## src/rtl/xtea_pkg.sv

```systemverilog
// ----------------------------------------------------------------------------
// XTEA package
// Constants, register codes and the round sum function for the XTEA encipher.
// ----------------------------------------------------------------------------
`default_nettype none

package xtea_pkg;

  localparam int unsigned DefMaxRounds = 32;
  localparam int unsigned WordW        = 32;
  localparam int unsigned RoundCountW  = 6;
  localparam int unsigned CfgIndexW    = 3;

  localparam logic [WordW-1:0]       XteaDelta     = 32'h9E37_79B9;
  localparam logic [RoundCountW-1:0] RoundCountRst = 6'd32;

  typedef enum logic [CfgIndexW-1:0] {
    CFG_KEY_A       = 3'd0,
    CFG_KEY_B       = 3'd1,
    CFG_KEY_C       = 3'd2,
    CFG_KEY_D       = 3'd3,
    CFG_ROUND_COUNT = 3'd4
  } cfg_index_t;

  // Round sum after r additions of the constant, modulo 2^32.
  function automatic logic [WordW-1:0] xtea_sum(input int unsigned r);
    logic [63:0] prod;
    prod = 64'(r) * 64'(XteaDelta);
    return prod[WordW-1:0];
  endfunction

endpackage

`default_nettype wire

```

## src/rtl/xtea_cell.sv

```systemverilog
// ----------------------------------------------------------------------------
// XTEA half-round cell
// One registered Feistel half-round. The word pair is swapped on the way
// through, so identical cells chain without any reordering.
// ----------------------------------------------------------------------------
`default_nettype none

module xtea_cell
  import xtea_pkg::*;
#(
  parameter logic [WordW-1:0] SUM = '0
) (
  input  wire logic             clk,
  input  wire logic             rst_n,
  input  wire logic             adv,
  input  wire logic             active,
  input  wire logic [WordW-1:0] key,
  input  wire logic             in_valid,
  input  wire logic [WordW-1:0] in_p,
  input  wire logic [WordW-1:0] in_q,
  output logic                  out_valid,
  output logic [WordW-1:0]      out_p,
  output logic [WordW-1:0]      out_q
);

  logic             valid_r;
  logic [WordW-1:0] p_r;
  logic [WordW-1:0] q_r;
  logic [WordW-1:0] mix_w;
  logic [WordW-1:0] keyed_w;
  logic [WordW-1:0] q_nxt;

  always_comb begin
    mix_w   = ((in_q << 4) ^ (in_q >> 5)) + in_q;
    keyed_w = SUM + key;
    q_nxt   = active ? (in_p + (mix_w ^ keyed_w)) : in_p;
  end

  always_ff @(posedge clk) begin
    if (!rst_n) begin
      valid_r <= 1'b0;
    end else if (adv) begin
      valid_r <= in_valid;
    end
    if (adv) begin
      p_r <= in_q;
      q_r <= q_nxt;
    end
  end

  assign out_valid = valid_r;
  assign out_p     = p_r;
  assign out_q     = q_r;

endmodule

`default_nettype wire

```

## config.mk

```make
export PLATFORM = sky130hd
export DESIGN_NAME = xtea_cell
export DESIGN_NICKNAME = d
export VERILOG_FILES = /design/src/rtl/xtea_pkg.sv /design/src/rtl/xtea_cell.sv
export SDC_FILE = /design/constraint.sdc
export NUM_CORES = 1
export LEC_CHECK = 0
export ABC_AREA = 1
export BUFFER_PORTS_ARGS = -buffer_cell sky130_fd_sc_hd__buf_2
export CORE_UTILIZATION = 55
export CTS_CLUSTER_DIAMETER = 150
export DETAILED_ROUTE_END_ITERATION = 10
export PLACE_DENSITY = 0.82
export SLEW_MARGIN = 10
export SYNTH_ARGS = -nofsm -noshare
export SYNTH_HDL_FRONTEND = slang
export SYNTH_SLANG_ARGS = --single-unit
```

## constraint.sdc

```tcl
create_clock -name clk -period 3.85 [get_ports clk]
set_input_delay 0.77 -clock clk [delete_from_list [all_inputs] [get_ports clk]]
set_output_delay 0.77 -clock clk [all_outputs]
set_load 0.005 [all_outputs]
```

## After elaboration in Yosys (flattened, before gate mapping)

Cells that the tools add are included.

| word-level totals | value |
|---|---|
| input bits | 101 |
| output and inout port bits | 65 |
| bits in registers | 65 |
| logic and storage cells | 8 |

| cells by class | value |
|---|---|
| add/subtract/negate cells | 2 |
| mux-type cells | 1 |
| bitwise gates (word level) | 2 |

Operators by type and width:

| kind | number |
|---|---|
| adder 32 bit | 2 |
| two-way mux 32 bit | 1 |
| XOR 32 x 27 -> 32 bit | 1 |
| XOR 32 bit | 1 |

## Logic depth before layout (Yosys ltp)

| depth | value |
|---|---|
| depth in word-level cells | 5 |
| gate-level depth with buffers | 27 |
| depth with buffers taken out | 27 |

## Worst setup path after synthesis

No wires, ideal clock.

| timing path | value |
|---|---|
| kind | input-to-reg |
| start point | input in_q[0] |
| end point | register q_r[26], in the netlist out_q[26], data pin |
| library setup time | 0.254 ns |
| buffers on the path | 0 |
| arrival | 3.359 ns |
| setup slack | 0.237 ns |
| required time | 3.596 ns |
| stages on the path | 20 |
| cells stage by stage | ha_1 -> fa_1 -> nand2_1 -> nand2_1 -> o21ai_2 -> inv_1 -> nand4_1 -> nand3_1 -> a21oi_1 -> xor2_1 -> inv_1 -> ha_1 -> nand2_1 -> nor2_1 -> nand2_1 -> or2_2 -> nand3_1 -> nand2_1 -> nand3_1 -> nand2_1 |

| on the way | value |
|---|---|
| cells in the longest elaborated chain, start to end | 5 |

RTL lines:

| item | RTL line | source |
|---|---|---|
| from (decl) | xtea_cell.sv:20 | `input wire logic [WordW-1:0] in_q,` |
| XOR 32 x 27 -> 32 bit | xtea_cell.sv:34 | `mix_w = ((in_q << 4) ^ (in_q >> 5)) + in_q;` |
| adder 32 bit * | xtea_cell.sv:34 |  |
| XOR 32 bit * | xtea_cell.sv:36 | `q_nxt = active ? (in_p + (mix_w ^ keyed_w)) : in_p;` |
| adder 32 bit * | xtea_cell.sv:36 |  |
| two-way mux 32 bit * | xtea_cell.sv:36 |  |
| via q_nxt[26] | xtea_cell.sv:31 | `logic [WordW-1:0] q_nxt;` |
| to (signal assigned) | xtea_cell.sv:47 | `q_r <= q_nxt;` |
| to (decl) | xtea_cell.sv:28 | `logic [WordW-1:0] q_r;` |

The timed path passes the listed nets; every way through them passes the cells marked *.
A chain may end at the register's enable or synchronous reset.

## Worst setup path in the final report

| timing path | value |
|---|---|
| start point | input in_q[20] |
| end point | register q_r[31], in the netlist out_q[31], data pin |

Same word-level chain as after synthesis.

==> summary.txt <==
Outcome
  – Status: complete, but fails checks
  – Failing checks: setup timing

Synth
  – Number of synthesized register bits: 65
  – Mapped Area: 0.00678 sq mm
  – Yosys top cell area share: 0.283
  – Mux cell area share after synthesis: 0
  – Ys Warns: 0
  – Post-Synth Simple-Gate Area: 0.264
  – Average instance area after synthesis: 7.37 sq um
  – Synth Area in XOR/XNOR: 0.124
  – Synth Area in Adders: 0.133
  – Synth area leaders: edfxtp_1 28%, nand2_1 14%, ha_1 13%
  – Main combinational cell family by area after synthesis: simple AND/OR/NAND/NOR gates
  – Sequential area share after synthesis: 0.286
  – Synth area leader: edfxtp_1
  – Compound-Gate Fraction of Synth Area: 0.125
  – Synth Instances: 920
  – Synth Net Count: 1092
  – Netlist cell types: 40

Die
  – Row count: 40
  – Die Height: 113 microns
  – Core area: 0.0120 sq mm
  – Initial Util: 0.564
  – IO Count: 166
  – Die X: 113 microns
  – DIE AREA: 0.0128 sq mm

Cells and area
  – Nets: 1419
  – Final std cells w/o fill: 1400
  – Area grow syn2layout: 46.3%
  – Most frequent cells in the layout: 227 x nand2_1, 160 x buf_2, 158 x buf_4
  – Final core occ: 0.826
  – Commonest non-fill, non-tap cell in the layout: nand2_1
  – Share of layout cells above drive strength 1: 0.397

Power and ir drop
  – Switch Pwr: 2130 uW
  – Combinational Power Share: 0.647
  – Int Power: 2870 uW
  – IR drop worst, VDD: 247 uV
  – Total power: 5000 uW
  – Net Sw Frac: 0.427
  – Power Density: 504 mW/mm^2
  – Clock Power Share: 0.164
  – Sequential power share: 0.189
  – Leak: 0.00490 uW

Clock network
  – Reg clk slew, reported paths: 60 ps
  – Longest Clk Path Bufs: 2
  – CTS Hold Buffers Added: 0
  – CTS tree: done
  – Later-pin clock latency in the skew report: 340 ps
  – CTS root buf: clkbuf_16
  – Cts bufs inserted: 9
  – CTS sink count: 65
  – H-tree depth: 3

STA
  – Final Critical Period: 3910 ps
  – Tightest Pin Transition: 824 ps
  – RSZ-0062 raised after global routing: true
  – Final setup TNS: -132 ps
  – Final worst-path cycle share: 1.02
  – Maximum clock frequency: 256 MHz
  – Worst hold slack: 547 ps
  – Fin. max-slew vios: 0
  – Final Skew: 0 ps
  – Relative slew slack: 0.450
  – Hold Fails Final Rpt: 0
  – Post-layout worst setup margin: -63.2 ps
  – Final setup viols: 3

Setup path
  – Worst Setup Start Kind: primary input
  – CP delay by family, top: simple AND/OR/NAND/NOR gates
  – CP Max Fanout: 3
  – Most common cell on crit path: nand2_1
  – CP bufs+invs: 5
  – Worst Path Arrival: 4020 ps
  – Internal reg-to-reg setup slack: 3190 ps
  – Crit Path Category: primary input to flip-flop
  – Peak per-stage delay on the critical path: 360 ps
  – Crit end category: flip-flop
  – Reg-to-Reg Start: out_valid$_SDFFE_PN0P_
  – Worst reg2reg path endpoint: out_valid$_SDFFE_PN0P_
  – R2r worst-path depth: 2
  – Req. time, crit path: 3950 ps
  – Worst path cell trace: buf_2 > buf_4 > xor2_1 > ha_1 > buf_4 > nand2_1 > o21ai_0 > nand4_1 > o211ai_1 > a21oi_1 > xor2_1 > inv_1 > ha_1 > nand2_1 > inv_1 > a21boi_1 > nand2_1 > a21oi_2 > nand2_1 > nand3_1 > nand3_1 > nand2_1 > nand2_1
  – Slowest-stage cell, CP: o21ai_0

Placement
  – Placed Cells: 1375
  – Port buffer count: 165
  – Gpl congestion: 0.959
  – DP HPWL: 16500 microns

Run
  – Max-Cap Viols: 0

GRT
  – Global Route Usage Sum: 0.321
  – First-pass GRT wire length: 31900 microns
  – Initial antenna violation count: 1
  – Vias in the first global route: 6887
  – Gr ovfl total: 0
  – Pin count of the biggest net entering global routing: 67

Routing
  – DRT Pass-1 Iters: 5
  – DRC viols: 0
  – DR iter-0 viols: 666
  – Vias: 7799
  – WL final: 23700 microns
  – Wire per inst: 16.9 microns
  – Post-route ant nets: 0
  – Post-DR vias/cell: 5.57

Hold path
  – Hold Path Class: flip-flop to flip-flop
  – Hold Crit Depth: 2
  – Hold_sp: out_valid$_SDFFE_PN0P_
  – Hold Path End: out_valid$_SDFFE_PN0P_
-- layout make-up --
type	instances	area, sq um
inverters	114	428
diodes	1	2.50
clock buffers	10	229
well taps	147	184
multi-input cells	735	5060
flip-flops and latches	65	1940
repair buffers	322	2020
fillers	719	2090
clock inverters	6	58.8
-- flip-flops by register name, indices dropped and copies added (netlist names) --
register	cells
out_valid	1
out_q	32
out_p	32
-- how the worst max path moves through the flow --
stage             start             endpoint  slack (ps)  cells after the start
2_1_floorplan   in_q[0]  out_q[26]$_DFFE_PP_         240                     20
3_3_place_gp    in_q[9]  out_q[31]$_DFFE_PP_        -290                     21
3_5_place_dp    in_q[0]  out_q[27]$_DFFE_PP_        -300                     20
4_1_cts        in_q[14]  out_q[31]$_DFFE_PP_           4                     23
5_1_grt        in_q[11]  out_q[30]$_DFFE_PP_        -290                     23
6_report       in_q[20]  out_q[31]$_DFFE_PP_         -60                     23
-- metal layers --
metal / share of wire / global-route usage / wire length [microns]
met5: 0 / 0 / 0
met3: 0.079 / 0.0557 / 1870
met2: 0.49 / 0.546 / 11500
met1: 0.39 / 0.414 / 9180
met4: 0.048 / 0.107 / 1130
-- synthesized netlist by cell type --
cell / count
a21oi_2: 5
a21boi_1: 1
o31ai_1: 2
fa_1: 2
xor2_1: 74
o21bai_1: 7
a31oi_1: 6
o21ai_2: 5
nor2_4: 2
o21ai_0: 33
inv_1: 108
o211ai_1: 3
nor2_1: 69
nand4_1: 15
nand2_2: 12
nor3_2: 1
a21boi_0: 1
nor2_2: 4
or2_2: 3
nor3_1: 9
xnor2_1: 22
edfxtp_1: 64
buf_2: 1
clkinv_1: 1
inv_2: 5
o31ai_2: 1
or2_1: 4
a211oi_1: 2
a21o_1: 4
dfxtp_1: 1
o21ai_1: 7
nand3b_1: 4
nand3_2: 3
nor4_1: 2
nand2_1: 249
a21oi_1: 71
clkbuf_1: 5
ha_1: 69
o21a_1: 1
nand3_1: 42
-- power by group through the flow --
stage / Sequential (uW) / Clock, uW / Combinational (uW)
final: 945 / 818 / 3240
after global routing: 955 / 845 / 3510
after CTS: 944 / 808 / 2720
after detailed placement: 957 / 0 / 2700
after global placement: 955 / 0 / 2650
after floorplan: 978 / 0 / 1560
-- kinds of logic after synthesis --
group	count (synthesis)
simple gates	419
buf+inv	120
xor+xnor	96
compound gates	149
fa+ha+maj	71
flops	65
-- tightest hold or removal path: cells and delay by family, from the launching register on --
family	cells	cell delay (ps)
AOI/OAI and AO/OA	2	200
DFF	1	320
-- metrics by stage --
| stage | instance area (sq um) | setup slack (ps) |
|---|---|---|
| after floorplan | 6780 | 237 |
| after global placement | 8880 | -290 |
| after detailed placement | 8880 | -301 |
| after CTS | 9170 | 4.00 |
| after global routing | 9920 | -289 |
| final | 9920 | -63.2 |
-- what timing repair did --
action / in CTS / in global routing
endpoints found under the hold margin: 0 / 0
buffers inserted: 0 / 8
gates resized for setup: 0 / 153
endpoints found under the setup margin: 0 / 18
No activity file was read; power rests on OpenSTA's default activity.
